$ cat src/rtl/core/cbm_pkg.sv
// Shared types, codes and helpers for the cartridge bank mapper.
package cbm_pkg;

    typedef enum logic [1:0] {
        OP_CART_RD = 2'd0,
        OP_CART_WR = 2'd1,
        OP_REG_RD  = 2'd2,
        OP_REG_WR  = 2'd3
    } t_opcode;

    typedef enum logic [2:0] {
        TGT_OPEN  = 3'd0,
        TGT_ROM   = 3'd1,
        TGT_PSRAM = 3'd2,
        TGT_PACK  = 3'd3,
        TGT_REG   = 3'd4,
        TGT_RAM   = 3'd5,
        TGT_NONE  = 3'd6
    } t_target;

    typedef enum logic [1:0] {
        CFG_ROM_LOG2   = 2'd0,
        CFG_PSRAM_LOG2 = 2'd1,
        CFG_PACK_LOG2  = 2'd2,
        CFG_RAM_LOG2   = 2'd3
    } t_cfg_idx;

    localparam int ADDR_W   = 24;
    localparam int MADDR_W  = 23;
    localparam int LOG2_W   = 5;
    localparam int NREGS    = 16;
    localparam int RIDX_W   = 4;

    // Mode bits set after reset: 2,3,5,6,7,8,9,11
    localparam logic [NREGS-1:0] ACT_RESET = 16'h0BEC;
    localparam logic [RIDX_W-1:0] REG_COMMIT = 4'he;

    localparam logic [LOG2_W-1:0] ROM_LOG2_RST   = 5'd20;
    localparam logic [LOG2_W-1:0] PSRAM_LOG2_RST = 5'd19;
    localparam logic [LOG2_W-1:0] PACK_LOG2_RST  = 5'd20;
    localparam logic [LOG2_W-1:0] RAM_LOG2_RST   = 5'd15;

    typedef struct packed {
        t_opcode           opcode;
        logic [ADDR_W-1:0] bus_addr;
        logic [7:0]        wdata;
    } t_req;

    typedef struct packed {
        t_target            target;
        logic [MADDR_W-1:0] mapped_addr;
        logic               is_write;
        logic [7:0]         read_data;
    } t_rsp;

    typedef struct packed {
        logic [LOG2_W-1:0] rom;
        logic [LOG2_W-1:0] psram;
        logic [LOG2_W-1:0] pack;
        logic [LOG2_W-1:0] ram;
    } t_cfg;

    typedef struct packed {
        logic              en;
        logic [RIDX_W-1:0] idx;
        logic [7:0]        data;
    } t_reg_wr;

    // Power-of-two mirror; sizes past the address width keep every bit.
    function automatic logic [MADDR_W-1:0] mirror(logic [MADDR_W-1:0] a,
                                                  logic [LOG2_W-1:0] lg);
        logic [MADDR_W-1:0] m;
        if (lg >= LOG2_W'(MADDR_W)) begin
            m = '1;
        end else begin
            m = (MADDR_W'(1) << lg) - MADDR_W'(1);
        end
        return a & m;
    endfunction

    function automatic logic hit(logic [ADDR_W-1:0] a, logic [ADDR_W-1:0] mask,
                                 logic [ADDR_W-1:0] val);
        return (a & mask) == val;
    endfunction

endpackage

$ cat src/rtl/core/cbm_regfile.sv
// Staged mode register file and the committed mode bits.
module cbm_regfile (
    input  logic                      i_clk,
    input  logic                      i_rst_n,
    input  cbm_pkg::t_reg_wr          i_wr,
    input  logic [cbm_pkg::RIDX_W-1:0] i_rd_idx,
    output logic [7:0]                o_rd_data,
    output logic [cbm_pkg::NREGS-1:0] o_active
);
    import cbm_pkg::*;

    logic [7:0]       r_regs [NREGS];
    logic [7:0]       n_regs [NREGS];
    logic [NREGS-1:0] r_act;
    logic [NREGS-1:0] n_act;
    logic             commit;

    // commit takes the value being written this cycle as well
    assign commit = i_wr.en && (i_wr.idx == REG_COMMIT) && i_wr.data[7];

    always_comb begin
        for (int i = 0; i < NREGS; i++) begin
            if (i_wr.en && (i_wr.idx == RIDX_W'(i))) begin
                n_regs[i] = i_wr.data;
            end else begin
                n_regs[i] = r_regs[i];
            end
            n_act[i] = commit ? n_regs[i][7] : r_act[i];
        end
    end

    always_ff @(posedge i_clk) begin
        if (!i_rst_n) begin
            for (int i = 0; i < NREGS; i++) begin
                r_regs[i] <= {ACT_RESET[i], 7'd0};
            end
            r_act <= ACT_RESET;
        end else begin
            for (int i = 0; i < NREGS; i++) begin
                r_regs[i] <= n_regs[i];
            end
            r_act <= n_act;
        end
    end

    assign o_rd_data = r_regs[i_rd_idx];
    assign o_active  = r_act;

endmodule

$ cat src/rtl/core/cbm_decode.sv
// Address decode: cartridge layout, register space and mirroring.
module cbm_decode (
    input  cbm_pkg::t_req             i_req,
    input  cbm_pkg::t_cfg             i_cfg,
    input  logic [cbm_pkg::NREGS-1:0] i_active,
    input  logic [7:0]                i_rd_data,
    output cbm_pkg::t_rsp             o_rsp,
    output cbm_pkg::t_reg_wr          o_wr
);
    import cbm_pkg::*;

    logic [ADDR_W-1:0]  a;
    logic [MADDR_W-1:0] lo_map;
    logic               hi, p3, p4, m5, m6;
    t_target            c_tgt;
    logic [MADDR_W-1:0] c_ma;
    t_target            tgt;
    logic [MADDR_W-1:0] ma;
    logic [7:0]         rd;
    logic               wr;
    logic               reg_hit;

    assign a      = i_req.bus_addr;
    assign lo_map = {1'b0, a[22:16], a[14:0]};
    assign hi     = i_active[2];
    assign p3     = i_active[3];
    assign p4     = i_active[4];
    assign m5     = i_active[5];
    assign m6     = i_active[6];

    // cartridge space, first match wins
    always_comb begin
        c_tgt = TGT_OPEN;
        c_ma  = '0;
        if ((hit(a, 24'he08000, 24'h008000) && i_active[7]) ||
            (hit(a, 24'he08000, 24'h808000) && i_active[8])) begin
            c_tgt = TGT_ROM;
            c_ma  = MADDR_W'({a[20:16], a[14:0]});
        end else if (!hi && ((hit(a, 24'hf28000, 24'h700000) && p3) ||
                             (hit(a, 24'hf08000, 24'hf00000) && p4))) begin
            c_tgt = TGT_PSRAM;
            c_ma  = MADDR_W'(a[18:0]);
        end else if (!hi && (
                (hit(a, 24'hf08000, 24'h008000) && p3 && !m5 && !m6) ||
                (hit(a, 24'hf08000, 24'h808000) && p4 && !m5 && !m6) ||
                (hit(a, 24'hf08000, 24'h208000) && p3 &&  m5 && !m6) ||
                (hit(a, 24'hf08000, 24'ha08000) && p4 &&  m5 && !m6) ||
                (hit(a, 24'hf00000, 24'h400000) && p3 && !m5 &&  m6) ||
                (hit(a, 24'hf00000, 24'hc00000) && p4 && !m5 &&  m6) ||
                (hit(a, 24'hf00000, 24'h600000) && p3 &&  m5 &&  m6) ||
                (hit(a, 24'hf00000, 24'he00000) && p4 &&  m5 &&  m6))) begin
            c_tgt = TGT_PSRAM;
            c_ma  = lo_map;
        end else if (hi && ((hit(a, 24'he0e000, 24'h206000) && p3) ||
                            (hit(a, 24'he0e000, 24'ha06000) && p4))) begin
            c_tgt = TGT_PSRAM;
            c_ma  = MADDR_W'({2'b11, a[12:0]});
        end else if (hi && (
                (hit(a, 24'hf80000, 24'h400000) && p3 && !m5 && !m6) ||
                (hit(a, 24'hf80000, 24'h500000) && p3 &&  m5 && !m6) ||
                (hit(a, 24'hf80000, 24'h600000) && p3 && !m5 &&  m6) ||
                (hit(a, 24'hf80000, 24'h700000) && p3 &&  m5 &&  m6) ||
                (hit(a, 24'hf80000, 24'hc00000) && p4 && !m5 && !m6) ||
                (hit(a, 24'hf80000, 24'hd00000) && p4 &&  m5 && !m6) ||
                (hit(a, 24'hf80000, 24'he00000) && p4 && !m5 &&  m6) ||
                (hit(a, 24'hf80000, 24'hf00000) && p4 &&  m5 &&  m6))) begin
            c_tgt = TGT_PSRAM;
            c_ma  = MADDR_W'(a[19:0]);
        end else if (!hi && (
                (hit(a, 24'he08000, 24'h008000) && i_active[9]  && !i_active[11]) ||
                (hit(a, 24'he00000, 24'h400000) && i_active[9]  &&  i_active[11]) ||
                (hit(a, 24'he08000, 24'h808000) && i_active[10] && !i_active[11]) ||
                (hit(a, 24'he00000, 24'hc00000) && i_active[10] &&  i_active[11]))) begin
            c_tgt = TGT_OPEN;  // memory-pack hole
        end else if (hi && (
                (hit(a, 24'hb08000, 24'h008000) && i_active[9]  && !i_active[11]) ||
                (hit(a, 24'hb08000, 24'h208000) && i_active[9]  &&  i_active[11]) ||
                (hit(a, 24'hb08000, 24'h808000) && i_active[10] && !i_active[11]) ||
                (hit(a, 24'hb08000, 24'ha08000) && i_active[10] &&  i_active[11]))) begin
            c_tgt = TGT_OPEN;
        end else if (hit(a, 24'h408000, 24'h008000) || a[22]) begin
            c_tgt = TGT_PACK;
            c_ma  = hi ? a[22:0] : lo_map;
        end
    end

    assign reg_hit = hit(a, 24'hf0ffff, 24'h005000);
    assign wr      = i_req.opcode[0];

    always_comb begin
        tgt = TGT_NONE;
        ma  = '0;
        rd  = '0;
        unique case (i_req.opcode)
            OP_CART_RD, OP_CART_WR: begin
                tgt = c_tgt;
                case (c_tgt)
                    TGT_ROM:   ma = mirror(c_ma, i_cfg.rom);
                    TGT_PSRAM: ma = mirror(c_ma, i_cfg.psram);
                    TGT_PACK:  ma = mirror(c_ma, i_cfg.pack);
                    default:   ma = c_ma;
                endcase
            end
            OP_REG_RD, OP_REG_WR: begin
                if (reg_hit) begin
                    tgt = TGT_REG;
                    ma  = MADDR_W'(a[19:16]);
                    rd  = wr ? 8'd0 : i_rd_data;
                end else if (hit(a, 24'hf8f000, 24'h105000)) begin
                    tgt = TGT_RAM;
                    ma  = mirror(MADDR_W'({a[18:16], a[11:0]}), i_cfg.ram);
                end
            end
            default: tgt = TGT_NONE;
        endcase
    end

    always_comb begin
        o_rsp.target      = tgt;
        o_rsp.mapped_addr = ma;
        o_rsp.is_write    = wr && (tgt != TGT_OPEN) && (tgt != TGT_NONE);
        o_rsp.read_data   = rd;
    end

    always_comb begin
        o_wr.en   = (i_req.opcode == OP_REG_WR) && reg_hit;
        o_wr.idx  = a[19:16];
        o_wr.data = i_req.wdata;
    end

endmodule

$ cat src/rtl/core/cartridge_bank_mapper_unit.sv
// Top level of the cartridge bank mapper: request register, decode, result register.
//
//  channel   | direction | handshake          | payload
//  ----------+-----------+--------------------+----------------------------------
//  request   | in        | i_valid / o_ready  | i_req  (opcode, bus_addr, wdata)
//  result    | out       | o_valid / i_ready  | o_rsp  (target, mapped_addr, ...)
//  config    | in        | i_cfg_we           | i_cfg_idx, i_cfg_wdata
//
// One request per cycle sustained while i_ready is high; each request goes through the request
// register, then decode into the result register.
// Register writes update the staged file when their request leaves the request register,
// so a following request sees the new register contents and, after a commit, the new mode bits.
// Synchronous active-low reset clears the valid flags and loads the default mode bits and sizes.
// A stalled result holds both stages; o_ready stays high while the result register drains.
module cartridge_bank_mapper_unit (
    input  logic                        i_clk,
    input  logic                        i_rst_n,
    input  logic                        i_valid,
    output logic                        o_ready,
    input  cbm_pkg::t_req               i_req,
    output logic                        o_valid,
    input  logic                        i_ready,
    output cbm_pkg::t_rsp               o_rsp,
    input  logic                        i_cfg_we,
    input  logic [1:0]                  i_cfg_idx,
    input  logic [cbm_pkg::LOG2_W-1:0]  i_cfg_wdata
);
    import cbm_pkg::*;

    t_cfg             r_cfg;
    t_req             r_req;
    logic             r_req_vld;
    t_rsp             r_rsp;
    logic             r_rsp_vld;
    logic             advance;
    t_rsp             dec_rsp;
    t_reg_wr          dec_wr;
    t_reg_wr          reg_wr;
    logic [7:0]       rd_data;
    logic [NREGS-1:0] active;

    always_ff @(posedge i_clk) begin
        if (!i_rst_n) begin
            r_cfg.rom   <= ROM_LOG2_RST;
            r_cfg.psram <= PSRAM_LOG2_RST;
            r_cfg.pack  <= PACK_LOG2_RST;
            r_cfg.ram   <= RAM_LOG2_RST;
        end else if (i_cfg_we) begin
            unique case (t_cfg_idx'(i_cfg_idx))
                CFG_ROM_LOG2:   r_cfg.rom   <= i_cfg_wdata;
                CFG_PSRAM_LOG2: r_cfg.psram <= i_cfg_wdata;
                CFG_PACK_LOG2:  r_cfg.pack  <= i_cfg_wdata;
                CFG_RAM_LOG2:   r_cfg.ram   <= i_cfg_wdata;
                default: ;
            endcase
        end
    end

    // request moves on when the result register is free or being emptied
    assign advance = r_req_vld && (!r_rsp_vld || i_ready);
    assign o_ready = !r_req_vld || advance;

    always_ff @(posedge i_clk) begin
        if (!i_rst_n) begin
            r_req_vld <= 1'b0;
            r_rsp_vld <= 1'b0;
        end else begin
            if (o_ready) begin
                r_req_vld <= i_valid;
            end
            if (advance) begin
                r_rsp_vld <= 1'b1;
            end else if (i_ready) begin
                r_rsp_vld <= 1'b0;
            end
        end
    end

    always_ff @(posedge i_clk) begin
        if (o_ready && i_valid) begin
            r_req <= i_req;
        end
        if (advance) begin
            r_rsp <= dec_rsp;
        end
    end

    always_comb begin
        reg_wr    = dec_wr;
        reg_wr.en = dec_wr.en && advance;
    end

    cbm_regfile u_regfile (
        .i_clk     (i_clk),
        .i_rst_n   (i_rst_n),
        .i_wr      (reg_wr),
        .i_rd_idx  (r_req.bus_addr[19:16]),
        .o_rd_data (rd_data),
        .o_active  (active)
    );

    cbm_decode u_decode (
        .i_req     (r_req),
        .i_cfg     (r_cfg),
        .i_active  (active),
        .i_rd_data (rd_data),
        .o_rsp     (dec_rsp),
        .o_wr      (dec_wr)
    );

    assign o_valid = r_rsp_vld;
    assign o_rsp   = r_rsp;

    a_open_clean: assert property (@(posedge i_clk) disable iff (!i_rst_n)
        o_valid && (o_rsp.target == TGT_OPEN || o_rsp.target == TGT_NONE)
            |-> (o_rsp.mapped_addr == '0) && !o_rsp.is_write)
        else $error("open bus or unmapped result carries an address or a write");

    a_rdata_reg_only: assert property (@(posedge i_clk) disable iff (!i_rst_n)
        o_valid && (o_rsp.target != TGT_REG) |-> (o_rsp.read_data == 8'd0))
        else $error("read data outside register target");

    a_reg_index: assert property (@(posedge i_clk) disable iff (!i_rst_n)
        o_valid && (o_rsp.target == TGT_REG) |-> (o_rsp.mapped_addr < MADDR_W'(NREGS)))
        else $error("register index out of range");

    a_result_kept: assert property (@(posedge i_clk) disable iff (!i_rst_n)
        r_rsp_vld && !i_ready |=> r_rsp_vld && $stable(r_rsp))
        else $error("stalled result lost or changed");

endmodule
$ cat config.mk
export PLATFORM = sky130hd
export DESIGN_NAME = cartridge_bank_mapper_unit
export DESIGN_NICKNAME = d
export VERILOG_FILES = /design/src/rtl/core/cbm_pkg.sv /design/src/rtl/core/cbm_regfile.sv /design/src/rtl/core/cbm_decode.sv /design/src/rtl/core/cartridge_bank_mapper_unit.sv
export SDC_FILE = /design/constraint.sdc
export NUM_CORES = 1
export LEC_CHECK = 0
export BUFFER_PORTS_ARGS = -buffer_cell sky130_fd_sc_hd__buf_4
export CAP_MARGIN = 20
export CORE_AREA = 2 2 146 148
export DETAILED_ROUTE_END_ITERATION = 8
export DIE_AREA = 0 0 148 150
export PLACE_DENSITY = 0.79
export SETUP_SLACK_MARGIN = 0.2
export SLEW_MARGIN = 20
export SYNTH_ARGS = -nofsm -noshare
export SYNTH_HDL_FRONTEND = slang
export SYNTH_SLANG_ARGS = --single-unit
$ cat constraint.sdc
create_clock -name i_clk -period 4.95 [get_ports i_clk]
set_input_delay 0 -clock i_clk [delete_from_list [all_inputs] [get_ports i_clk]]
set_output_delay 0 -clock i_clk [all_outputs]
set_load 0.05 [all_outputs]
==> summary.md <==
| Metric | Value |
|---|---|
| Relative slew slack | `32.92%` |
| Worst setup SP type | `register` |
| Total power | `4.409 mW` |
| RSZ-0062 raised after global routing | `false` |
| Initial core utilization | `59.22%` |
| Htree depth | `1` |
| Residual DRC | `0` |
| Sink Count | `229` |
| IO Port Bufs | `82` |
| Placeable Area | `~0.021 mm²` |
| Clock latency on the worst-skew pair | `around 550 ps` |
| WL final | `approximately 35 mm` |
| Synth cell types | `85` |
| Longest Clk Path Bufs | `3` |
| Post-DP HPWL | `approximately 23 mm` |
| CP Class | `register to register` |
| Routability Congestion | `0.9581` |
| YS warnings | `0` |
| Fin Setup TNS | `0 ps` |
| Slew @ Worst Pin | `roughly 1000 ps` |
| Die W | `~150 µm` |
| Vias in the first global route | `about 9300` |
| Layout cells sized above 1 | `16.14%` |
| Status | `completed` |
| Critical Path RT | `between 5000 and 6000 ps` |
| Top Ports | `83` |
| Initial antenna violation count | `0` |
| Peak supply drop | `323.0 µV` |
| Max-Cap Viols | `0` |
| Tot GR Track Use | `30.78%` |
| Via density | `between 6 and 7` |
| Final hold vios | `0` |
| DR iter-0 viols | `1260` |
| Post-synth EDFFs | `101` |
| Clock Skew | `approximately 20 ps` |
| Vias | `about 10000` |
| CTS tree | `yes` |
| Fillers | `1554` |
| Worst Setup End Kind | `register` |
| Die Area | `0.02220 mm²` |
| First-pass GRT wire length | `53.34 mm` |
| Ant diodes | `0` |
| Tcrit/Tclk final | `76.78%` |
| Fmax | `263.1 MHz` |
| Flop2flop setup slack | `1150 ps` |
| Drt first pass iters | `6` |
| Register area share after synthesis | `45.67%` |
| Syn_nets | `1259` |
| CTS Buf Count | `25` |
| Critical Path AT | `4280 ps` |
| #FFs+latches synth | `229` |
| CTS root buf | `clkbuf_16` |
| Fin nets | `1321` |
| Primary FF master, synth | `dfxtp_1` |
| Static leakage | `5.308 nW` |
| Routed Antenna Nets | `0` |
| # setup viols final | `0` |
| Reg clk slew, reported paths | `60 ps` |
| Area growth, synth to finish | `15.67%` |
| Avg WL per Cell | `22.10 µm` |
| Tmin final | `3800 ps` |
| Min-Delay Path Class | `primary input to register` |
| Placement Rows | `53` |
| Die span in y | `150 µm` |
| Max-slew violations | `0` |
| PwrDens | `311.2 mW/mm²` |
| GR Overflow Total | `0` |
| Synthesized area per cell | `10.13 µm²` |
| CP Max Fanout | `23` |
| Mapped cell area | `about 0.012 mm²` |
| Largest net degree at the start of global routing | `93` |
| Async SR Flop Fraction | `0%` |
| Cells after Synth | `1209` |
[per-layer routing]
metal  GRT usage (%)  vias up  wire [µm]  part of all wire (%)
li1                -     4600          -                     -
met1           44.39     4865      14400                    42
met2           46.27      587      15360                    44
met3           7.073       76       3739                    11
met4           9.857        0       1071                   3.1
met5               0        -          0                     0
[power by group]
group	switching [mW]	internal, mW	total (mW)	leakage [nW]
Sequential	0.0766	2.04	2.11	2.02
Clock	0.782	1.06	1.85	0.398
Combinational	0.266	0.185	0.451	2.89
[worst paths after layout]
kind	startpoint	endpoint	cells past startpoint
hold reg to reg	u_regfile.r_regs[6][4]$_SDFFE_PN0P_	u_regfile.r_regs[6][4]$_SDFFE_PN0P_	2
hold / removal	i_req[25]	r_req[25]$_DFFE_PP_	2
setup reg to reg	r_req[28]$_DFFE_PP_	u_regfile.o_active[7]$_SDFFE_PN1P_	7
setup / recovery	r_req[28]$_DFFE_PP_	u_regfile.o_active[7]$_SDFFE_PN1P_	7
[Yosys cell counts (all sizes together), types with 34 or more instances]
cell type | count | share of area, %
dfxtp | 128 | 21
nand2 | 123 | 3.8
edfxtp | 101 | 25
mux2i | 85 | 7.0
clkbuf | 80 | 2.5
nor2b | 80 | 4.1
o21ai | 79 | 3.3
nor2 | 66 | 2.3
nand3 | 61 | 2.5
a21oi | 40 | 1.7
mux4 | 40 | 7.4
a21boi | 34 | 2.1
[through the flow]
stage,instances,setup WS [ps],util [%],hold WS [ps],cell area [µm²]
6_report,1564,1150,68.49,168.3,14170
2_1_floorplan,1209,2223,-,98.87,12250
3_3_place_gp,1470,1353,62.18,178.2,12860
3_5_place_dp,1471,1309,62.28,179.3,12880
5_1_grt,1564,910.5,68.49,166.7,14170
4_1_cts,1564,1247,68.49,154.6,14170
[registers in the layout (all words and copies together), names as in the netlist, named ones only]
signal / count
r_cfg: 20
r_req: 34
u_regfile.o_active: 10
o_valid: 1
o_rsp: 35
u_regfile.r_regs: 126
r_req_vld: 1
[timing repair]
item	in CTS	in global routing
hold buffers	48	0
gates resized for setup	0	0
buffers inserted	0	0
endpoints found under the hold margin	63	0
[placed cells by master (no fill, tap or decap), types with 9 or more instances in the layout]
| master | instances |
|---|---|
| nor2b_1 | 79 |
| buf_4 | 97 |
| mux4_2 | 40 |
| and2_1 | 15 |
| dlygate4sd3_1 | 48 |
| o21ai_0 | 72 |
| nor2_1 | 63 |
| nand3b_1 | 11 |
| nand2_1 | 122 |
| dfxtp_1 | 128 |
| mux2i_1 | 84 |
| inv_1 | 12 |
| and3_1 | 10 |
| o31ai_1 | 12 |
| or3_1 | 13 |
| a21boi_0 | 33 |
| clkbuf_16 | 26 |
| nand3_1 | 61 |
| nor3_1 | 18 |
| nor3b_1 | 11 |
| a21oi_1 | 39 |
| nand2b_1 | 9 |
| edfxtp_1 | 101 |
[layout make-up]
type	instances	area, µm²	area share, %
Multi-Input combinational cell	856	6148	43.39
Sequential cell	229	5595	39.48
Timing Repair Buffer	146	1229	8.670
Clock buffer	35	714.4	5.041
Tap cell	275	344.1	2.428
Clock inverter	10	91.34	0.6445
Inverter	13	48.80	0.3443
[critical path: stages (launching register included)]
cell      delay [ps]
edfxtp_1         570
nor4_1           460
nand4_1          320
nor2_1           500
and3_1           790
nand3_1          630
nor3b_1          330
o21ai_0          140
[cell families (layout without fill, tap and decap cells)]
family	count (synthesis)	in the layout	synth area share, %
buffers and inverters	124	204	4.218
XOR/XNOR	8	8	0.5718
AO/OA/AOI/OAI	263	263	14.82
flip-flops	229	229	45.67
AND/OR/NAND/NOR	454	454	19.70
multiplexers	127	127	14.61
adder cells (fa/ha/maj)	4	4	0.4085
(Power assumes the default switching activity.)
